--- src/hw/rtl/ecl2eq_pkg.sv ---
`timescale 1ns / 1ps

package ecl2eq_pkg;

    localparam int FRAC_BITS = 16;

    // Binary angle: one turn is 2^32.
    localparam logic [31:0] TURN_HALF    = 32'h8000_0000;
    localparam logic [31:0] TURN_QUARTER = 32'h4000_0000;

    // CORDIC datapath widths.
    localparam int CW = 36;
    localparam int ZW = 34;
    localparam logic signed [CW-1:0] GAIN_Q30 = 36'sd652032874;

    // Constant dividers: restoring, a few quotient bits per cell.
    localparam int DIV_BPS   = 3;
    localparam int DIV_Q_W   = 33;
    localparam int DIV_CELLS = DIV_Q_W / DIV_BPS;
    localparam int LON_NUM_W = 41;
    localparam int LON_R_W   = 10;
    localparam logic [63:0] LON_DEN = 64'd360;
    localparam int EPS_NUM_W = 62;
    localparam int EPS_R_W   = 34;
    localparam logic [63:0] EPS_DEN = 64'd8100000000;

    // Square root: one result bit per cell, radicand up to 2^60.
    localparam int SQ_W     = 62;
    localparam int SQ_CELLS = 31;
    localparam int SQ_TOP   = 60;

    // Side data of a vectoring CORDIC run.
    typedef struct packed {
        logic        spec;
        logic [31:0] res;
        logic        neg;
    } t_vec_side;

    typedef struct packed {
        t_vec_side               side;
        logic signed [CW-1:0]    x;
        logic signed [CW-1:0]    y;
    } t_vec_pre;

    // atan(2^-i) as a binary angle
    function automatic logic [31:0] atan_turn(input int idx);
        logic [31:0] v;
        case (idx)
            0:  v = 32'd536870912;
            1:  v = 32'd316933406;
            2:  v = 32'd167458907;
            3:  v = 32'd85004756;
            4:  v = 32'd42667331;
            5:  v = 32'd21344980;
            6:  v = 32'd10673781;
            7:  v = 32'd5336946;
            8:  v = 32'd2668507;
            9:  v = 32'd1334255;
            10: v = 32'd667128;
            11: v = 32'd333564;
            12: v = 32'd166782;
            13: v = 32'd83391;
            14: v = 32'd41696;
            15: v = 32'd20848;
            16: v = 32'd10424;
            17: v = 32'd5212;
            18: v = 32'd2606;
            19: v = 32'd1303;
            20: v = 32'd652;
            21: v = 32'd326;
            22: v = 32'd163;
            23: v = 32'd81;
            24: v = 32'd41;
            25: v = 32'd20;
            26: v = 32'd10;
            27: v = 32'd5;
            28: v = 32'd3;
            29: v = 32'd1;
            30: v = 32'd1;
            default: v = 32'd0;
        endcase
        return v;
    endfunction

endpackage

--- src/hw/rtl/ecl2eq_cordic_cell.sv ---
`timescale 1ns / 1ps

// One CORDIC micro-rotation; rotation mode drives z to zero,
// vectoring mode drives y to zero.
module ecl2eq_cordic_cell #(
    parameter int STAGE  = 0,
    parameter bit VECTOR = 1'b0
) (
    input  logic                             i_clk,
    input  logic                             i_en,
    input  logic signed [ecl2eq_pkg::CW-1:0] i_x,
    input  logic signed [ecl2eq_pkg::CW-1:0] i_y,
    input  logic signed [ecl2eq_pkg::ZW-1:0] i_z,
    output logic signed [ecl2eq_pkg::CW-1:0] o_x,
    output logic signed [ecl2eq_pkg::CW-1:0] o_y,
    output logic signed [ecl2eq_pkg::ZW-1:0] o_z
);

    localparam logic signed [ecl2eq_pkg::ZW-1:0] ATAN =
        {2'b00, ecl2eq_pkg::atan_turn(STAGE)};

    logic                             ccw;
    logic signed [ecl2eq_pkg::CW-1:0] xs, ys;
    logic signed [ecl2eq_pkg::CW-1:0] n_x, n_y, r_x, r_y;
    logic signed [ecl2eq_pkg::ZW-1:0] n_z, r_z;

    assign xs  = i_x >>> STAGE;
    assign ys  = i_y >>> STAGE;
    assign ccw = VECTOR ? !(i_y > 0) : (i_z >= 0);

    // counterclockwise step takes atan off z
    always_comb begin
        if (ccw) begin
            n_x = i_x - ys;
            n_y = i_y + xs;
            n_z = i_z - ATAN;
        end else begin
            n_x = i_x + ys;
            n_y = i_y - xs;
            n_z = i_z + ATAN;
        end
    end

    always_ff @(posedge i_clk) begin
        if (i_en) begin
            r_x <= n_x;
            r_y <= n_y;
            r_z <= n_z;
        end
    end

    assign o_x = r_x;
    assign o_y = r_y;
    assign o_z = r_z;

endmodule

--- config.mk ---
export PLATFORM = sky130hd
export DESIGN_NAME = ecl2eq_cordic_cell
export DESIGN_NICKNAME = d
export VERILOG_FILES = /design/src/hw/rtl/ecl2eq_pkg.sv /design/src/hw/rtl/ecl2eq_cordic_cell.sv
export SDC_FILE = /design/constraint.sdc
export NUM_CORES = 1
export LEC_CHECK = 0
export BUFFER_PORTS_ARGS = -buffer_cell sky130_fd_sc_hd__buf_2
export CORE_ASPECT_RATIO = 0.8
export CORE_MARGIN = 8
export CORE_UTILIZATION = 30
export CTS_CLUSTER_SIZE = 12
export DETAILED_ROUTE_END_ITERATION = 8
export GPL_TIMING_DRIVEN = 0
export PLACE_DENSITY = 0.58
export SETUP_SLACK_MARGIN = 0.5
export SLEW_MARGIN = 20
export SYNTH_ARGS = -nofsm -noshare
export SYNTH_HDL_FRONTEND = slang
export SYNTH_SLANG_ARGS = --single-unit
--- constraint.sdc ---
create_clock -name i_clk -period 3.6 [get_ports i_clk]
set_input_delay 0.54 -clock i_clk [delete_from_list [all_inputs] [get_ports i_clk]]
set_output_delay 0.54 -clock i_clk [all_outputs]
set_load 0.02 [all_outputs]
# --- Word-level counts from Yosys, hierarchy flattened ---
# Index checks and enable logic that the tools add are counted.
word_totals:
  register_bits: 106
  output_inout_bits: 106
  word_cells: 12
op_classes:
  addsub: 5
  n_lt_le_gt_ge: 1
  muxes: 3
ops:
  columns: ["op", "count"]
  rows:
  - ["2-to-1 mux 36 bit", 2]
  - ["subtractor 36 bit", 2]
  - ["adder 36 bit", 1]
  - ["adder 34 x 31 -> 34 bit, second input constant", 1]
  - ["greater-or-equal comparator 34 x 1 -> 1 bit, second input constant", 1]
  - ["2-to-1 mux 34 bit", 1]
  - ["subtractor 34 x 31 -> 34 bit, second input constant", 1]

# --- Depth between registers and ports, before layout ---
depth:
  word_depth: 2
  ltp_mapped: 15
  ltp_nobuf: 13

# --- Worst setup path after synthesis ---
# No wires, ideal clock.
synth_path:
  kind: "input to register"
  from: "input port i_x[5] in the netlist's numbering"
  to: "register r_x (netlist bit o_x[31]), data pin"
  arrival_ns: 2.632
  required_time_ns: 3.329
  path_slack_ns: 0.697
  stages: 12
  n_path_buf: 1
  cell_sequence: "inv_1 > ha_1 > buf_6 > nor4_4 > o21ai_2 > and3_4 > a2111oi_4 > nor3_2 > o41a_1 > nand4b_1 > o311ai_1 > xor2_1"
synth_between:
  elab_chain_cells: 2
synth_rtl:
  columns: ["item", "line", "rtl"]
  rows:
  - ["start, declared", "ecl2eq_cordic_cell.sv:11", "input logic signed [ecl2eq_pkg::CW-1:0] i_x,"]
  - ["adder 36 bit or subtractor 36 bit (tied branches)", "ecl2eq_cordic_cell.sv:38, ecl2eq_cordic_cell.sv:34", null]
  - ["2-to-1 mux 36 bit (*)", "ecl2eq_cordic_cell.sv:33", "if (ccw) begin"]
  - ["net n_x, one bit", "ecl2eq_cordic_cell.sv:24", "logic signed [ecl2eq_pkg::CW-1:0] n_x, n_y, r_x, r_y;"]
  - ["end signal, assigned", "ecl2eq_cordic_cell.sv:46", "r_x <= n_x;"]
  - ["end, declared", "ecl2eq_cordic_cell.sv:24", null]
# Mark *: on every way through the listed nets, which the timed path passes. The rest lies on a longest branch.
# A chain may end at the register's enable or synchronous reset.

# --- Worst setup path in the final report ---
layout_path:
  from: "input port i_x[2] in the netlist's numbering"
  to: "register r_x (netlist bit o_x[35]), data pin"
# Same word-level chain as after synthesis.

==> qor.txt <==
XOR/XNOR share of the synthesized area = 6.55%
Port Buffers = 213
LEAKAGE = 5.15 nW
CTS max path bufs = 2
P&R area growth vs syn = 23.5%
Multi-input gate area = 6200 sq um
TritonRoute pass-1 iters = 5
Worst-Margin Slew = 881 ps
Max-slew headroom = 41.3%
IO Count = 214
Compound-Gate Fraction of Synth Area = 23.5%
Most frequent cells in the layout = buf_2, a21oi_1, ha_1
Violation count after the first detailed-route iteration = 1039
CTS tree = done
Maximum VDD drop = 0.000197 V
Pint = 2.73 mW
FP Rows = 59
CTS Root Cell = clkbuf_16
Setup CP Type = primary input to flop
Initial antenna violation count = 0
Vias = 9492
Core ar. = 32300 sq um
Placed wire-length estimate = 30500 um
Fmax = 320 MHz
Unrepaired setup endpoints after global routing = yes
Sw Share = 40.5%
Critical-path maximum fanout = 9
Final slew viol count = 0
Post-Synth Simple-Gate Area = 14.6%
Synthesized Nets = 1331
FILL cells = 3354
Vias in the first global route = 9208
Min-Delay Path Class = primary input to flop
Area post-placement = 11400 sq um
Initial Util = 30.3%
Routed wire length = 37900 um
Post-Synth Adder-Cell Area = 14.8%
DP Worst Slack = -279 ps
Worst Path Required = 3710 ps
Total gr overflow = 0
Synth Area per Inst = 8.79 sq um
Hold Fails Final Rpt = 0
Global placer's final weighted congestion = 0.918
Final setup fails = 0
Crit path DAT = 3230 ps
Critical Path Max Stage Delay = 410 ps
Post-synthesis mux area share = 1.33%
Total power = 4.60 mW
Layout cells sized above 1 = 25.9%
Die Wd = 218 um
Final worst-path cycle share = 86.8%
Wire length per cell = 21.4 um
Register area share after synthesis = 32.3%
Residual DRC count = 0
Final Non-Filler Cells = 1772
H-tree lvl count = 3
Crit path max-delay family = compound AO/OA/AOI/OAI gates
Core Util, Final = 37.4%
Via density = 5.36
Combinational power share = 41.7%
Global-route wire length before repair = 56100 um
Die ar. = 38600 sq um
Post-layout min period = 3130 ps
Sequential power share = 35.3%
Design area = 12100 sq um
Yosys Warn Count = 0
Max Cap Violations = 0
Post-route ant nets = 0
# hold bufs at CTS = 0
Tot GR Track Use = 18.8%
Fin worst setup slack = 474 ps
CTS buffer count = 9
Prevailing post-synth register cell = edfxtp_1
DP Cell Count = 1751
Register bit total from synthesis = 105
Ys async rst share = 0%
Buf/Inv on CP = 3
Commonest non-fill, non-tap cell in the layout = buf_2
CP max-delay cell = a221oi_1
Distinct cells, synth = 81
Critical path, cell by cell = buf_2 > inv_1 > ha_1 > buf_2 > nor3b_2 > o31ai_2 > o21ai_2 > o21ai_1 > o211ai_1 > a221oi_1 > o21bai_1 > o22ai_1 > xnor2_1
Inserted Diodes = 0
Top cell by count, worst path = buf_2
Final nets = 1561
Pwr per Cell Area = 381 nW/um^2
Register area = 3150 sq um
Status = complete, no violations
Mapped cell area = 9760 sq um
Clock Sinks = 105
Clock slew at reported path FFs = 90 ps
Setup crit end kind = flop
Startpoint Class = primary input
Clock share of power = 23.0%
Cell count after synthesis = 1110
Die Y = 177 um
Switching Power = 1.86 mW
Largest net degree at the start of global routing = 67
Post-synth EDFFs = 105
Largest family of logic cells by synthesized area = compound AO/OA/AOI/OAI gates
[flip-flops by register name (all words and copies together), names as in the netlist]
signal	flops
o_z	34
o_x	36
o_y	35
[area by class of cell]
type / count / area share (%)
multi-input cells: 846 / 51.4
flip-flops and latches: 105 / 26.1
repair buffers: 219 / 9.43
well taps: 427 / 4.43
inverters: 107 / 3.33
plain buffers: 52 / 2.59
clock buffers: 9 / 1.87
clock inverters: 7 / 0.757
[path summary, 6_finish.rpt]
| kind | startpoint | endpoint | slack, ps | cells after the start |
|---|---|---|---|---|
| setup / recovery | i_x[2] | o_x[35]$_DFFE_PP_ | 470 | 13 |
| hold / removal | i_z[28] | o_z[28]$_DFFE_PP_ | 350 | 1 |
[synth_stat cells (7+ instances only)]
cell type	number	area [sq um]
o21ai_1	10	50.1
nand2_1	63	236
clkbuf_1	15	56.3
buf_4	8	60.1
nor2_1	86	323
mux2i_1	13	130
xnor2_1	62	543
ha_1	109	1360
o21ai_0	77	385
a21boi_0	7	52.6
a21o_1	18	135
nor3_1	21	105
nor2b_1	13	81.3
nand4_1	15	93.8
a21oi_1	132	661
nor4_1	18	113
nand2b_1	11	68.8
a211oi_1	13	97.6
o211ai_1	15	113
nand3_1	19	95.1
buf_2	26	130
edfxtp_1	105	3150
xor2_1	11	96.3
inv_1	100	375
or3_1	11	68.8
o31ai_1	12	90.1
a31oi_1	10	62.6
o21bai_1	19	143
[power groups by stage]
stage / sequential (mW) / clock (mW) / combinational, mW
3_3_place_gp: 1.65 / 0 / 1.82
4_1_cts: 1.63 / 1.10 / 1.86
2_1_floorplan: 1.88 / 0 / 0.913
3_5_place_dp: 1.65 / 0 / 1.82
5_1_grt: 1.64 / 1.14 / 2.06
6_report: 1.62 / 1.06 / 1.92
[metal layers]
metal / share of wire (%) / vias up / wire, um / GRT usage, %
li1: - / 4469 / - / -
met1: 47 / 4492 / 17600 / 27.4
met2: 43 / 484 / 16100 / 27.9
met3: 9.3 / 47 / 3510 / 4.33
met4: 1.6 / 0 / 596 / 4.22
met5: 0 / - / 0 / 0
[metrics by stage]
stage,hold WS [ps],setup TNS (ps)
after CTS,336,0
after global routing,333,0
after floorplan,639,0
after detailed placement,734,-3950
final,348,0
after global placement,733,-3000
[kinds of logic (layout without fill, tap and decap cells)]
logic type / count (synthesis) / in the layout
AOI/OAI and AO/OA: 363 / 363
xor gates and xnor gates: 73 / 73
adders and majority gates: 113 / 113
buffers and inverters: 159 / 394
DFF: 105 / 105
muxes: 13 / 13
and+or+nand+nor: 284 / 284
[what timing repair did]
item	in CTS	in global routing
buffers inserted	1	4
resized for setup	30	51
pin swaps	4	14
endpoints found under the setup margin	39	45
No activity file was read; power rests on OpenSTA's default activity.
