[config.mk]
export PLATFORM = sky130hd
export DESIGN_NAME = ecl2eq_sqrt_cell
export DESIGN_NICKNAME = d
export VERILOG_FILES = /design/src/hw/rtl/ecl2eq_pkg.sv /design/src/hw/rtl/ecl2eq_sqrt_cell.sv
export SDC_FILE = /design/constraint.sdc
export NUM_CORES = 1
export LEC_CHECK = 0
export BUFFER_PORTS_ARGS = -buffer_cell sky130_fd_sc_hd__buf_4
export CAP_MARGIN = 10
export CORE_MARGIN = 2
export CORE_UTILIZATION = 53
export DETAILED_ROUTE_END_ITERATION = 7
export PLACE_DENSITY = 0.92
export SYNTH_ARGS = -nofsm -noshare
export SYNTH_HDL_FRONTEND = slang
export SYNTH_SLANG_ARGS = --single-unit
[constraint.sdc]
create_clock -name i_clk -period 4.5 [get_ports i_clk]
set_input_delay 0.45 -clock i_clk [delete_from_list [all_inputs] [get_ports i_clk]]
set_output_delay 0.45 -clock i_clk [all_outputs]
set_load 0.005 [all_outputs]
[src/hw/rtl/ecl2eq_pkg.sv]
`timescale 1ns / 1ps

package ecl2eq_pkg;

    localparam int FRAC_BITS = 16;

    // Binary angle: one turn is 2^32.
    localparam logic [31:0] TURN_HALF    = 32'h8000_0000;
    localparam logic [31:0] TURN_QUARTER = 32'h4000_0000;

    // CORDIC datapath widths.
    localparam int CW = 36;
    localparam int ZW = 34;
    localparam logic signed [CW-1:0] GAIN_Q30 = 36'sd652032874;

    // Constant dividers: restoring, a few quotient bits per cell.
    localparam int DIV_BPS   = 3;
    localparam int DIV_Q_W   = 33;
    localparam int DIV_CELLS = DIV_Q_W / DIV_BPS;
    localparam int LON_NUM_W = 41;
    localparam int LON_R_W   = 10;
    localparam logic [63:0] LON_DEN = 64'd360;
    localparam int EPS_NUM_W = 62;
    localparam int EPS_R_W   = 34;
    localparam logic [63:0] EPS_DEN = 64'd8100000000;

    // Square root: one result bit per cell, radicand up to 2^60.
    localparam int SQ_W     = 62;
    localparam int SQ_CELLS = 31;
    localparam int SQ_TOP   = 60;

    // Side data of a vectoring CORDIC run.
    typedef struct packed {
        logic        spec;
        logic [31:0] res;
        logic        neg;
    } t_vec_side;

    typedef struct packed {
        t_vec_side               side;
        logic signed [CW-1:0]    x;
        logic signed [CW-1:0]    y;
    } t_vec_pre;

    // atan(2^-i) as a binary angle
    function automatic logic [31:0] atan_turn(input int idx);
        logic [31:0] v;
        case (idx)
            0:  v = 32'd536870912;
            1:  v = 32'd316933406;
            2:  v = 32'd167458907;
            3:  v = 32'd85004756;
            4:  v = 32'd42667331;
            5:  v = 32'd21344980;
            6:  v = 32'd10673781;
            7:  v = 32'd5336946;
            8:  v = 32'd2668507;
            9:  v = 32'd1334255;
            10: v = 32'd667128;
            11: v = 32'd333564;
            12: v = 32'd166782;
            13: v = 32'd83391;
            14: v = 32'd41696;
            15: v = 32'd20848;
            16: v = 32'd10424;
            17: v = 32'd5212;
            18: v = 32'd2606;
            19: v = 32'd1303;
            20: v = 32'd652;
            21: v = 32'd326;
            22: v = 32'd163;
            23: v = 32'd81;
            24: v = 32'd41;
            25: v = 32'd20;
            26: v = 32'd10;
            27: v = 32'd5;
            28: v = 32'd3;
            29: v = 32'd1;
            30: v = 32'd1;
            default: v = 32'd0;
        endcase
        return v;
    endfunction

endpackage

[src/hw/rtl/ecl2eq_sqrt_cell.sv]
`timescale 1ns / 1ps

// One step of the bit-pair integer square root; a tag word rides along.
module ecl2eq_sqrt_cell #(
    parameter int BIT_POS = 60,
    parameter int TAG_W   = 1
) (
    input  logic                           i_clk,
    input  logic                           i_en,
    input  logic [ecl2eq_pkg::SQ_W-1:0]    i_v,
    input  logic [ecl2eq_pkg::SQ_W-1:0]    i_r,
    input  logic [TAG_W-1:0]               i_tag,
    output logic [ecl2eq_pkg::SQ_W-1:0]    o_v,
    output logic [ecl2eq_pkg::SQ_W-1:0]    o_r,
    output logic [TAG_W-1:0]               o_tag
);

    localparam int W = ecl2eq_pkg::SQ_W;
    localparam logic [W-1:0] BIT_VAL = {{(W-1){1'b0}}, 1'b1} << BIT_POS;

    logic [W:0]   sum;
    logic [W-1:0] n_v, n_r, r_v, r_r;
    logic [TAG_W-1:0] r_tag;

    assign sum = {1'b0, i_r} + {1'b0, BIT_VAL};

    always_comb begin
        if ({1'b0, i_v} >= sum) begin
            n_v = i_v - sum[W-1:0];
            n_r = (i_r >> 1) + BIT_VAL;
        end else begin
            n_v = i_v;
            n_r = i_r >> 1;
        end
    end

    always_ff @(posedge i_clk) begin
        if (i_en) begin
            r_v   <= n_v;
            r_r   <= n_r;
            r_tag <= i_tag;
        end
    end

    assign o_v   = r_v;
    assign o_r   = r_r;
    assign o_tag = r_tag;

endmodule

### Word-level counts from Yosys, hierarchy flattened

Cells that the tools add are included.

| cells by class | value |
|---|---|
| $add $sub $neg | 3 |
| order comparisons | 1 |
| multiplexer cells | 2 |

Operators with widths:

| operator | number |
|---|---|
| 62-bit by 61-bit adder with 63-bit output (second input constant) | 1 |
| 62-bit by 63-bit greater-or-equal comparator with 1-bit output | 1 |
| 61-bit by 61-bit adder with 62-bit output (second input constant) | 1 |
| 62-bit 2-to-1 mux | 1 |
| 62-bit subtractor | 1 |
| 61-bit 2-to-1 mux | 1 |

| storage, ports and cells | value |
|---|---|
| input port bits | 127 |
| register bits after elaboration | 125 |
| output and inout bits | 125 |
| logic and storage cells | 10 |

### Logic depth before layout (Yosys ltp)

| depth | value |
|---|---|
| depth after elaboration | 3 |
| mapped depth | 15 |
| gate-level depth less buffers | 14 |

### Worst setup path after synthesis

No wires, ideal clock.

| path | value |
|---|---|
| path kind | input to register |
| start | input i_v[0] in the netlist's numbering |
| end | register r_v[30] (netlist: o_v[30]), data pin |
| cell stages on the path | 13 |
| setup slack | 1.046 ns |
| data arrival time | 3.198 ns |
| data required time | 4.244 ns |
| path through | inv_1 > ha_1 > inv_1 > fa_1 > a21o_1 > a311o_1 > a21oi_1 > o41ai_1 > nand2_1 > a31o_2 > o21ai_0 > or4b_2 > a41o_1 |

| on the way | value |
|---|---|
| cells in the longest elaborated chain, start to end | 2 |
| elaborated cells on any way between the ends | 3 |
| those cells by class | add/sub (1); order compare (1); mux (1) |

Ends and longest elaborated chain:

| item | line | text |
|---|---|---|
| start, declared | ecl2eq_sqrt_cell.sv:10 | `input logic [ecl2eq_pkg::SQ_W-1:0] i_v,` |
| 62-bit subtractor or 62-bit by 63-bit greater-or-equal comparator with 1-bit output (tied branches) | ecl2eq_sqrt_cell.sv:29, ecl2eq_sqrt_cell.sv:28 |  |
| 62-bit 2-to-1 mux * | ecl2eq_sqrt_cell.sv:28 | `if ({1'b0, i_v} >= sum) begin` |
| via n_v[30] | ecl2eq_sqrt_cell.sv:22 | `logic [W-1:0] n_v, n_r, r_v, r_r;` |
| end signal, assigned | ecl2eq_sqrt_cell.sv:39 | `r_v <= n_v;` |
| end, declared | ecl2eq_sqrt_cell.sv:22 |  |

The timed path passes the listed nets; every way through them passes the cells marked *.
A chain may end at the register's enable or synchronous reset.

### Final worst setup path

| path | value |
|---|---|
| start | input i_v[0] in the netlist's numbering |
| end | register r_v[56] (netlist: o_v[56]), data pin |

The elaborated chain is that of the path after synthesis.

==> flow_metrics.py <==
metrics = {
    "timing": {
        "finalHoldViolations": 0,
        "worst_pin_slew_ps": 830,
        "timing.final.crit_period_ps": 3660,
        "setup_viol": 0,
        "fin_setup_tns_ps": 0,
        "drv_slew": 0,
        "finalCritPeriodShare": 0.812,
        "whs_ps": 200,
        "rsz0062_at_grt": "false",
        "relSlewSlack": 0.447,
        "fmax_mhz": 274,
        "setup_slack_ps": 845,
    },
    "global_route": {
        "gr-total-overflow": 0,
        "grt_pass1_vias": 7446,
        "grt_pass1_wl_um": 37700,
        "grt_max_degree": 79,
        "antenna_found_initial": 0,
        "grtUsageTotal": 0.290,
    },
    "hold_path": {
        "hold_depth": 1,
        "hold_class": "input port to register",
        "min_from": "i_tag",
        "hold_end": "o_tag$_DFFE_PP_",
    },
    "cells_and_area": {
        "syn2layout_area_growth_pct": 30.9,
        "drive_gt1_frac": 0.273,
        "final_nets": 1308,
        "n_antenna_cell": 0,
        "fin_area_um2": 11000,
    },
    "yosys": {
        "synth.most_common_cell": "a21oi_1",
        "async_reset_ff_frac": 0,
        "synth_edf_count": 125,
        "synth_top_family_by_area": "compound AO/OA/AOI/OAI gates",
        "synth-main-ff-cell": "edfxtp_1",
        "synth_top_area_frac": 0.445,
        "syn_nets": 1066,
        "yosysUniqueCellTypes": 59,
        "synth_xor_area_frac": 0.0581,
        "synth_area_um2": 8440,
        "yosys-top-cells-count": "128 x a21oi_1, 125 x edfxtp_1, 89 x inv_1, 86 x nor2_1, 64 x ha_1",
        "yosysTopAreaCell": "edfxtp_1",
        "synth.mux.area_fraction": 0.0224,
        "syn_avg_cell_area_um2": 9.66,
        "synthSimpleGateAreaFrac": 0.123,
        "ys_seq_elements": 125,
        "synth_compound_area_frac": 0.196,
        "yosys-top-cells-area": "edfxtp_1 44%, ha_1 9.5%, a21oi_1 7.6%",
        "ys_seq_area_frac": 0.445,
        "yosysWarnings": 0,
        "synth_cells": 874,
        "synth_adder_area_share": 0.0973,
    },
    "setup_path": {
        "cp_top_family": "compound AO/OA/AOI/OAI gates",
        "critical-path-slowest-cell": "fa_1",
        "critPathMaxStageDelay_ps": 390,
        "worstSetupStartpointType": "input port",
        "path_buf_inv": 3,
        "path_class": "input port to register",
        "critPathCaptureType": "register",
        "path_cells": "buf_4 > inv_1 > ha_1 > inv_1 > fa_1 > a21o_1 > a311o_1 > a21oi_1 > a211oi_1 > o2111ai_1 > nand2_1 > a211oi_2 > o21ai_0 > a21o_1 > a31oi_1",
        "critPathMaxFanout": 6,
        "required_ps": 4760,
        "worst_ep_arrival_time_ps": 3920,
    },
    "power": {
        "cellPowerDensity_nw_per_um2": 354,
        "power.switching_mw": 1.18,
        "p_comb_frac": 0.286,
        "power.leakage_nw": 4.90,
        "switching_share": 0.303,
        "clockPowerShare": 0.333,
        "seqPwrFrac": 0.381,
        "p_int_mw": 2.72,
        "vdd_drop_max_v": 0.000242,
    },
    "die": {
        "ios": 252,
        "die_y_um": 130,
        "dieArea_um2": 16900,
        "core-area_um2": 15700,
        "initial_core_util": 0.537,
        "rows": 46,
        "die_x_um": 130,
    },
    "route": {
        "drt-initial-drc-count": 620,
        "vias_per_cell": 5.68,
        "antenna_left": 0,
        "drcViolationCount": 0,
        "firstDrtPassIters": 5,
        "wl_per_cell_um": 18.4,
        "vias": 7642,
        "drt_wl_total_um": 24800,
    },
    "clocking": {
        "clk_pin_slew_ps": 60,
        "clock-root-buffer": "clkbuf_16",
        "cts_buffers": 17,
        "cts_buffer_depth": 2,
        "h-tree-depth": 4,
        "hold_buffers": 0,
        "post_cts_resize_count": 0,
        "postCtsSetupBuffers": 0,
        "cts_sinks": 125,
        "tritoncts": "yes",
    },
    "placement": {
        "hpwl_um": 19300,
        "gp_congestion": 1.02,
        "placed_area_um2": 10500,
        "dp_slack_ps": 485,
        "port_buffers": 251,
    },
    "run_status": {
        "status": "completed",
    },
    "run": {
        "max_cap_violations": 0,
    },
}
-- worst max path at each step --
| stage | start | endpoint | slack (ps) | cells after the start |
|---|---|---|---|---|
| floorplan | i_v[0] | o_v[30]$_DFFE_PP_ | 1050 | 13 |
| global placement | i_v[0] | o_v[52]$_DFFE_PP_ | 620 | 15 |
| detailed placement | i_v[0] | o_v[56]$_DFFE_PP_ | 480 | 15 |
| CTS | i_v[0] | o_v[56]$_DFFE_PP_ | 920 | 15 |
| global route | i_v[0] | o_v[56]$_DFFE_PP_ | 690 | 15 |
| finish | i_v[0] | o_v[56]$_DFFE_PP_ | 840 | 15 |
-- kinds of logic (layout without fill, tap and decap cells) --
logic type               after synthesis  after routing
XOR/XNOR                              56             56
multiplexers                          17             17
flip-flops                           125            125
buffers and inverters                121            376
AND/OR/NAND/NOR                      225            225
adder cells (fa/ha/maj)               65             65
AO/OA/AOI/OAI                        265            265
-- area by class of cell --
class | instances | area, um2
clock inverter | 14 | 121
clock buffer | 18 | 429
timing repair buffer | 255 | 1940
fill | 1164 | 4670
sequential | 125 | 3750
inverter | 89 | 334
tap | 216 | 270
multi-input combinational | 628 | 4200
-- per-stage QoR --
stage,utilization,instances,total power [mW]
2_1_floorplan,-,874,2.12
3_3_place_gp,0.668,1313,2.58
6_report,0.703,1345,3.91
4_1_cts,0.703,1345,3.90
5_1_grt,0.703,1345,4.07
3_5_place_dp,0.668,1313,2.61
-- cells in the final DEF, fill, tap and decap left out, drive strengths merged, types with 5 or more instances in the layout --
| cell | netlist | routed |
|---|---|---|
| nand2b | 8 | 8 |
| nand2 | 52 | 52 |
| nor2b | 5 | 5 |
| nor3 | 15 | 15 |
| xnor2 | 40 | 40 |
| nand4 | 22 | 22 |
| a21o | 23 | 23 |
| clkinvlp | 0 | 5 |
| nor2 | 86 | 86 |
| xor2 | 16 | 16 |
| o21ai | 37 | 37 |
| nand3 | 17 | 17 |
| ha | 64 | 64 |
| o21bai | 18 | 18 |
| clkinv | 0 | 6 |
| clkbuf | 20 | 18 |
| buf | 12 | 255 |
| o21a | 8 | 8 |
| a21oi | 130 | 130 |
| a211oi | 5 | 5 |
| mux2 | 15 | 15 |
| inv | 89 | 91 |
| edfxtp | 125 | 125 |
| and2 | 5 | 5 |
| a31oi | 5 | 5 |
-- registers in the layout (all words and copies together), names as in the netlist --
register	count
o_r	62
o_v	62
o_tag	1
-- power by group through the flow --
stage	Combinational, mW	Clock, mW	Sequential (mW)
finish	1.12	1.30	1.49
floorplan	0.599	0	1.52
global placement	1.07	0	1.51
CTS	1.10	1.31	1.49
detailed placement	1.09	0	1.51
global route	1.21	1.35	1.50
-- layer usage --
layer  routed length [um]  GRT usage
met5                    0          0
met2                12200      0.493
met4                  676      0.117
met3                 1560     0.0476
met1                10300      0.371
Note: power is estimated with default switching activity, not from simulation.
