File: src/hw/rtl/ecl2eq_div_cell.sv
`timescale 1ns / 1ps

// One cell of a restoring divider by a constant; the low quotient bits
// shift in behind the numerator bits they replace.
module ecl2eq_div_cell #(
    parameter int          R_W = 10,
    parameter int          Q_W = 33,
    parameter int          BPS = 3,
    parameter logic [63:0] DEN = 64'd360
) (
    input  logic             i_clk,
    input  logic             i_en,
    input  logic [R_W-2:0]   i_rem,
    input  logic [Q_W-1:0]   i_quo,
    output logic [R_W-2:0]   o_rem,
    output logic [Q_W-1:0]   o_quo
);

    logic [R_W-2:0] n_rem;
    logic [Q_W-1:0] n_quo;
    logic [R_W-2:0] r_rem;
    logic [Q_W-1:0] r_quo;

    // BPS compare-subtract steps
    always_comb begin
        logic [R_W-1:0] t;
        int j;
        n_rem = i_rem;
        n_quo = i_quo;
        for (j = 0; j < BPS; j++) begin
            t     = {n_rem, n_quo[Q_W-1]};
            n_quo = {n_quo[Q_W-2:0], 1'b0};
            if (t >= DEN[R_W-1:0]) begin
                t        = t - DEN[R_W-1:0];
                n_quo[0] = 1'b1;
            end
            n_rem = t[R_W-2:0];
        end
    end

    always_ff @(posedge i_clk) begin
        if (i_en) begin
            r_rem <= n_rem;
            r_quo <= n_quo;
        end
    end

    assign o_rem = r_rem;
    assign o_quo = r_quo;

endmodule

File: config.mk
export PLATFORM = sky130hd
export DESIGN_NAME = ecl2eq_div_cell
export DESIGN_NICKNAME = d
export VERILOG_FILES = /design/src/hw/rtl/ecl2eq_div_cell.sv
export SDC_FILE = /design/constraint.sdc
export NUM_CORES = 1
export LEC_CHECK = 0
export BUFFER_PORTS_ARGS = -buffer_cell sky130_fd_sc_hd__buf_4
export CAP_MARGIN = 30
export CORE_ASPECT_RATIO = 2
export CORE_UTILIZATION = 34
export DETAILED_ROUTE_END_ITERATION = 16
export GPL_TIMING_DRIVEN = 0
export PLACE_DENSITY = 0.61
export RECOVER_POWER = 100
export SETUP_SLACK_MARGIN = 0.15
export SYNTH_ARGS = -nofsm -noshare
export SYNTH_HDL_FRONTEND = slang
export SYNTH_SLANG_ARGS = --single-unit
File: constraint.sdc
create_clock -name i_clk -period 5.65 [get_ports i_clk]
set_input_delay 0.565 -clock i_clk [delete_from_list [all_inputs] [get_ports i_clk]]
set_output_delay 0.565 -clock i_clk [all_outputs]
set_load 0.01 [all_outputs]
---- Word-level counts from Yosys, hierarchy flattened ----
Cells that the tools add are included.
word-level totals
  bits in registers ....................... 42
  input port bits ......................... 44
cells by class
  add/sub/neg operators ................... 3
  $lt $le $gt $ge ......................... 3
  mux-type cells .......................... 6
operators by type and width
  kind                 count
  $ge 10x9->1 const B  3
  $mux 9               3
  $sub 9x9->9 const B  3
  $mux 1               3

---- Logic depth before layout (Yosys ltp) ----
Gate-level depths: netlist (run 1).
  depth after elaboration ................. 6
  gate-level depth with buffers ........... 12
  mapped depth without buffers ............ 11

---- Least setup slack after synthesis (run 1) ----
No wires, ideal clock.
  path type ............................... input -> register
  start ................................... input i_rem[2]
  end ..................................... register r_rem[8], in the netlist o_rem[8] (data pin)
  arrival ................................. 2.969 ns
  data required time ...................... 5.389 ns
  slack ................................... 2.420 ns
  stages on the path ...................... 10
  cell sequence ........................... buf_4 -> inv_1 -> ha_1 -> a211oi_4 -> xnor2_2 -> o31a_1 -> a2111o_1 -> nand2_1 -> mux2_2 -> a221o_1
between the ends
  word-level cells in the longest chain between the ends .. 6
  elaborated cells on any way between the ends .. 9
RTL lines
  element                                     line    text
  start, declared                             13      input logic [R_W-2:0] i_rem,
  $sub 9x9->9 or $ge 10x9->1 (tied branches)  34, 33
  $mux 9 *                                    33      if (t >= DEN[R_W-1:0]) begin
  $sub 9x9->9 or $ge 10x9->1 (tied branches)  34, 33
  $mux 9 *                                    33
  $sub 9x9->9 or $ge 10x9->1 (tied branches)  34, 33
  $mux 9 *                                    33
  net n_rem[8]                                19      logic [R_W-2:0] n_rem;
  end signal, assigned                        43      r_rem <= n_rem;
  end, declared                               21      logic [R_W-2:0] r_rem;
Mark *: on every way through the listed nets, which the timed path passes. The rest lies on a longest branch.
A chain may end at the register's enable or synchronous reset.

---- Final worst setup path (run 1) ----
Same ends and word-level chain as after synthesis.

==> impl_metrics.csv, run 1 <==
group,metric,value,unit
sta,slew_violations,43,
clocking,cts_sinks,42,
logic_synthesis,synth-simple-area-share,0.112,
sta,period_needed,4400,ps
drt,vias,1848,
drt,wl,5.23,mm
cells_and_area,nNetsFinal,310,
critical_path,critPathMaxFanout,10,
sta,fin_ws,1250,ps
sta,tightest_slew,2130,ps
drt,drc,0,
cells_and_area,fin_util,0.460,
logic_synthesis,mappedNetlistArea,2250,um2
floorplan,fp.dieH,117,um
pwr,p_leak,1.07,nW
logic_synthesis,synth-main-ff-cell,"edfxtp_1",
critical_path,cp.required,5680,ps
critical_path,timing.critical_path.buf_inv,3,
place,place_ws,1860,ps
logic_synthesis,synthMuxAreaShare,0.0316,
sta,min_period_over_period,0.778,
critical_path,path_cells,"clkbuf_1, clkbuf_1, inv_1, ha_1, nand3b_1, a221oi_1, o221ai_1, o311ai_0, or2b_2, nand2_1, mux2_2, a221o_1",
cells_and_area,syn2layout_area_growth,29.9,%
logic_synthesis,synth-xor-area-share,0.0305,
sta,whs,483,ps
logic_synthesis,ys_seq_elements,42,
outcome,outcome,"finished, violations left",
global_route,grt_pass1_vias,1738,
logic_synthesis,ys_async_sr_fraction,0,
critical_path,cp.depth,12,
sta,relSlewSlack,-0.418,
pwr,peakVddDrop,0.000153,V
clocking,cts_made_buffers,5,
logic_synthesis,ys_seq_area_frac,0.560,
hold_path,hold_path_class,"in2reg",
pwr,p_per_area,302,nW/um2
floorplan,die-area,6980,um2
cells_and_area,seq_area,1260,um2
logic_synthesis,synth_edf_count,42,
floorplan,rows,41,
logic_synthesis,synth.avg_cell_area,12.6,um2
place,gp_congestion,0.770,
drt,vias_per_cell,5.26,
global_route,antenna_found_initial,0,
logic_synthesis,synth_cells,179,
critical_path,cp-start-kind,"input port",
sta,finalHoldViolations,0,
logic_synthesis,ys.warnings.count,0,
floorplan,die_x,59.6,um
cells_and_area,multi_input_area,880,um2
hold_path,hold_start,"i_quo[4]",
sta,setup_viol_count_final,0,
clocking,postCtsSetupBuffers,0,
cells_and_area,diodes,0,
logic_synthesis,synth_top_family_by_area,"compound AO/OA/AOI/OAI gates",
floorplan,start_util,0.354,
clocking,cts_buffer_depth,2,
clocking,cts_resized,0,
critical_path,critical_path_class,"in2reg",
clocking,htree_levels,2,
floorplan,core,6360,um2
critical_path,slowest_stage,"a221oi_1",
critical_path,crit_family,"compound AO/OA/AOI/OAI gates",
clocking,cts.clk_slew.worst_paths,60,ps
logic_synthesis,synth_compound_gate_area_share,0.213,
outcome,violations,"max-capacitance violations, max-slew violations",
global_route,grt_max_degree,43,
global_route,grtUsageTotal,0.154,
pwr,power,0.000885,W
logic_synthesis,synth_cell_type_count,61,
drt,wl_per_cell,14.9,um
sta,finalSetupTns,0,ps
critical_path,startpoint,"i_rem[2]",
sta,grt_setup_unrepaired,"false",
critical_path,cp-end-kind,"register",
clocking,cts-root-buf,"clkbuf_16",
place,place_hpwl,4.04,mm
critical_path,worst_path_largest_cell_delay,880,ps
sta,timing.fmax,227,MHz
critical_path,cp_common_cell,"clkbuf_1",
clocking,postCtsHoldBufs,0,
floorplan,io_pins,86,
critical_path,crit_path_end,"o_rem[8]",
cells_and_area,drive_gt1_frac,0.223,
global_route,grt_pass1_wl,8.06,mm
run,max_cap_viol_count,1,
drt,drt_iter0_drc,56,
drt,firstDrtPassIters,4,
logic_synthesis,synth_nets,224,
global_route,grt_remaining_overflow,0,
place,portBuffers,79,
logic_synthesis,synthAdderAreaFrac,0.00999,
drt,antenna_left,0,
cells_and_area,n_fill_cell,665,
clocking,cts_tree,"yes",
critical_path,arrival,4420,ps
==> per-stage QoR <==
stage | instances | cell area (um2)
floorplan | 179 | 2250
global placement | 344 | 2950
detailed placement | 344 | 2950
CTS | 351 | 3110
global route | 351 | 2930
finish | 351 | 2930
==> synth_stat cells (all sizes together), types with 3 or more instances <==
library cell	n	area [um2]
o311ai	3	33.8
nand3	3	15.0
xnor2	5	51.3
nand4	4	25.0
nor2	15	66.3
mux2i	6	60.1
o22ai	3	18.8
inv	9	33.8
o31ai	5	37.5
a31oi	3	18.8
buf	9	62.6
a41oi	3	45.1
o21ai	9	45.0
edfxtp	42	1260
a21oi	9	48.8
nand2	8	30.0
==> per-layer routing <==
layer  share of wire  GRT usage  vias to the layer above
met3           0.083     0.0374                       12
met5               0          0                        -
met2            0.52      0.297                       96
li1                -          -                      879
met1            0.37      0.147                      861
met4           0.021     0.0698                        0
==> flip-flops by register name, summed over array words and instances (netlist names) <==
register,cells
o_quo,33
o_rem,9
==> layout by cell type (no fill, tap or decap), types with 3 or more instances in the layout <==
cell type	synthesis	routed
clkbuf_16	0	5
clkbuf_1	0	45
inv_1	9	9
a31oi_1	3	3
buf_4	5	6
nand3_1	3	3
nand2_1	8	8
a21oi_1	8	8
edfxtp_1	42	42
xnor2_1	4	4
nand4_1	4	4
o31ai_1	5	5
o21ai_0	9	9
mux2i_1	6	6
nor2_1	13	14
o22ai_1	3	3
clkbuf_4	0	33
==> power by group <==
| group | internal [W] | switching [W] | total, W | leakage, nW |
|---|---|---|---|---|
| clock network | 0.000204 | 0.000100 | 0.000304 | 0.0773 |
| logic | 0.0000764 | 0.000115 | 0.000192 | 0.578 |
| registers | 0.000382 | 0.00000730 | 0.000389 | 0.411 |
==> logic make-up (layout without fill, tap and decap cells) <==
| group | count (synthesis) | after routing |
|---|---|---|
| buffers and inverters | 18 | 104 |
| multiplexers | 7 | 7 |
| AND/OR/NAND/NOR | 46 | 46 |
| adder cells (fa/ha/maj) | 2 | 2 |
| flip-flops | 42 | 42 |
| XOR/XNOR | 7 | 7 |
| AO/OA/AOI/OAI | 57 | 57 |
==> how the worst min path moves through the flow <==
| stage | slack (ps) | cells past startpoint | endpoint |
|---|---|---|---|
| after floorplan | 660 | 0 | o_quo[10] |
| after global placement | 740 | 1 | o_quo[10] |
| after detailed placement | 740 | 1 | o_quo[6] |
| after CTS | 450 | 1 | o_quo[7] |
| after global routing | 470 | 1 | o_rem[0] |
| final | 480 | 1 | o_quo[7] |
==> cell type report <==
type | count | share of cell area
flip-flops and latches | 42 | 0.431
plain buffers | 9 | 0.0201
clock inverters | 2 | 0.0115
multi-input cells | 119 | 0.300
inverters | 9 | 0.0115
repair buffers | 79 | 0.146
clock buffers | 5 | 0.0427
well taps | 86 | 0.0368
Note: power is estimated with default switching activity, not from simulation.
==> inputs of run 2 (changes only) <==
--- a/config.mk
+++ b/config.mk
@@ -5,13 +5,14 @@
 export SDC_FILE = /design/constraint.sdc
 export NUM_CORES = 1
 export LEC_CHECK = 0
+export ABC_AREA = 1
 export BUFFER_PORTS_ARGS = -buffer_cell sky130_fd_sc_hd__buf_4
 export CAP_MARGIN = 30
 export CORE_ASPECT_RATIO = 2
 export CORE_UTILIZATION = 34
 export DETAILED_ROUTE_END_ITERATION = 16
 export GPL_TIMING_DRIVEN = 0
-export PLACE_DENSITY = 0.61
+export PLACE_DENSITY = 0.65
 export RECOVER_POWER = 100
 export SETUP_SLACK_MARGIN = 0.15
 export SYNTH_ARGS = -nofsm -noshare
==> constraint.sdc (replaced) <==
create_clock -name i_clk -period 3.83 [get_ports i_clk]
set_input_delay 0.383 -clock i_clk [delete_from_list [all_inputs] [get_ports i_clk]]
set_output_delay 0.383 -clock i_clk [all_outputs]
set_load 0.01 [all_outputs]
==> impl_metrics.csv, run 2 <==
group,metric,value,unit
logic_synthesis,synth.avg_cell_area,11.2,um2
logic_synthesis,netlist.area_leader.share,0.623,
sta,min_period_over_period,0.722,
cells_and_area,syn2layout_area_growth,34.2,%
clocking,cts_buffer_depth,2,
sta,grt_setup_unrepaired,"false",
cells_and_area,mostFrequentLayoutCell,"nand2_1",
floorplan,start_util,0.355,
place,dpl_cell_area,2740,um2
sta,relSlewSlack,-0.409,
sta,tightest_slew,2110,ps
drt,wl_per_cell,12.3,um
floorplan,rows,39,
logic_synthesis,synth-main-ff-cell,"edfxtp_1",
place,portBuffers,85,
critical_path,critical_path_class,"in2reg",
cells_and_area,drive_gt1_frac,0.318,
run,max_cap_viol_count,1,
logic_synthesis,yosys-top-cells-count,"nand2_1 (49), edfxtp_1 (42), nand3_1 (22)",
sta,fin_ws,1070,ps
critical_path,path_cells,"buf_4, a21oi_1, nand3_1, nand3_1, nand2_1, inv_2, nand3_4, nand2_1, nand2_4, nand2_4, inv_2, a21oi_4, nand2_4, nand2_1, nand2_1",
cells_and_area,final_cell_mix,"nand2_1 (51), clkbuf_1 (43), edfxtp_1 (42)",
cells_and_area,nNetsFinal,318,
clocking,htree_levels,2,
critical_path,cp-start-kind,"input port",
drt,drc,0,
hold_path,hold_path_class,"in2reg",
logic_synthesis,ys_async_sr_fraction,0,
clocking,cts_resized,0,
global_route,grtUsageTotal,0.138,
floorplan,die-area,6290,um2
floorplan,core,5710,um2
place,gp_congestion,0.860,
cells_and_area,n_fill_cell,565,
critical_path,arrival,2800,ps
clocking,cts_tree,"yes",
logic_synthesis,ys_seq_area_frac,0.623,
outcome,violations,"max-capacitance violations, max-slew violations",
logic_synthesis,synth_nets,226,
logic_synthesis,synth_area_leaders,"edfxtp_1 (62%), nand2_1 (9.1%), nand3_1 (5.4%), nand2_2 (4.0%), nand2_4 (3.3%)",
critical_path,critPathMaxFanout,7,
pwr,sw_frac_of_total,0.261,
sta,finalHoldViolations,0,
critical_path,worst_path_largest_cell_delay,620,ps
logic_synthesis,synth_cell_type_count,24,
drt,vias,1565,
cells_and_area,diodes,0,
global_route,grt_pass1_wl,6.68,mm
global_route,grt_remaining_overflow,0,
sta,finalSetupTns,0,ps
pwr,p_per_area,486,nW/um2
pwr,seqPwrFrac,0.439,
sta,setup_viol_count_final,0,
logic_synthesis,synth_edf_count,42,
pwr,p_comb_frac,0.213,
drt,drt_iter0_drc,23,
drt,firstDrtPassIters,4,
pwr,p_switching,0.000345,W
global_route,antenna_found_initial,0,
pwr,pwr-share-clk,0.348,
floorplan,die_x,56.6,um
critical_path,cp_common_cell,"nand2_1",
clocking,cts.clk_slew.worst_paths,60,ps
sta,period_needed,2760,ps
clocking,cts-root-buf,"clkbuf_16",
logic_synthesis,netlist.top_cell.by_area,"edfxtp_1",
sta,timing.fmax,362,MHz
logic_synthesis,mappedNetlistArea,2030,um2
pwr,p_int,0.000976,W
logic_synthesis,ys_seq_elements,42,
clocking,postCtsHoldBufs,0,
drt,antenna_left,0,
floorplan,io_pins,86,
logic_synthesis,yosysMostFrequentCell,"nand2_1",
clocking,postCtsSetupBuffers,0,
cells_and_area,largest_register_ffs,33,
floorplan,fp.dieH,111,um
cells_and_area,finish.instance_area,2720,um2
outcome,outcome,"finished, violations left",
clocking,cts_made_buffers,5,
clocking,cts_sinks,42,
logic_synthesis,ys.warnings.count,0,
pwr,p_leak,1.20,nW
drt,vias_per_cell,4.67,
logic_synthesis,synth_cells,181,
critical_path,slowest_stage,"a21oi_1",
drt,wl,4.11,mm
global_route,grt_pass1_vias,1525,
critical_path,cp.required,3860,ps
sta,slew_violations,43,
global_route,grt_max_degree,43,
place,place_ws,1340,ps
pwr,peakVddDrop,0.000404,V
critical_path,cp-end-kind,"register",
place,place_hpwl,3.31,mm
run 2: cell type report:
cell class | instances | area, um2 | share of cell area
flip-flops and latches | 42 | 1260 | 0.464
multi-input cells | 117 | 653 | 0.240
repair buffers | 85 | 477 | 0.175
clock buffers | 5 | 125 | 0.0460
inverters | 22 | 85.1 | 0.0313
well taps | 61 | 76.3 | 0.0281
clock inverters | 3 | 40.0 | 0.0147
run 2: power groups by stage:
stage / logic, W / clock network [W] / registers (W)
6_report: 0.000281 / 0.000460 / 0.000579
5_1_grt: 0.000315 / 0.000490 / 0.000584
4_1_cts: 0.000329 / 0.000472 / 0.000580
3_5_place_dp: 0.000328 / 0 / 0.000589
3_3_place_gp: 0.000324 / 0 / 0.000587
2_1_floorplan: 0.000157 / 0 / 0.000617
run 2: stage by stage:
| step | hold WS (ps) | util | total power [W] | cells |
|---|---|---|---|---|
| after floorplan | 482 | - | 0.000774 | 181 |
| after global placement | 561 | 0.480 | 0.000911 | 327 |
| after detailed placement | 562 | 0.480 | 0.000918 | 327 |
| after CTS | 266 | 0.509 | 0.00138 | 335 |
| after global routing | 284 | 0.476 | 0.00139 | 335 |
| final | 299 | 0.476 | 0.00132 | 335 |
run 2: cells by family after synthesis:
kind of cell             Yosys count  synth area share
buffers and inverters             22            0.0420
AND/OR/NAND/NOR                  106             0.288
adder cells (fa/ha/maj)            1           0.00618
AO/OA/AOI/OAI                      9            0.0364
XOR/XNOR                           1           0.00432
flip-flops                        42             0.623
run 2: critical path, delay by kind of cell:
family | cells | cell delay [ps]
buffers and inverters | 3 | 290
and+or+nand+nor | 10 | 1230
AOI/OAI and AO/OA | 2 | 880
run 2: final timing paths:
| check | startpoint | end | cells after the start |
|---|---|---|---|
| min | i_quo[32] | o_rem[2] | 1 |
| max | i_rem[7] | o_rem[8] | 15 |
run 2: layer usage:
layer	track usage	part of all wire	up-vias
met4	0.0894	0.033	0
met1	0.121	0.35	686
li1	-	-	791
met3	0.0432	0.091	11
met2	0.254	0.52	77
met5	0	0	-
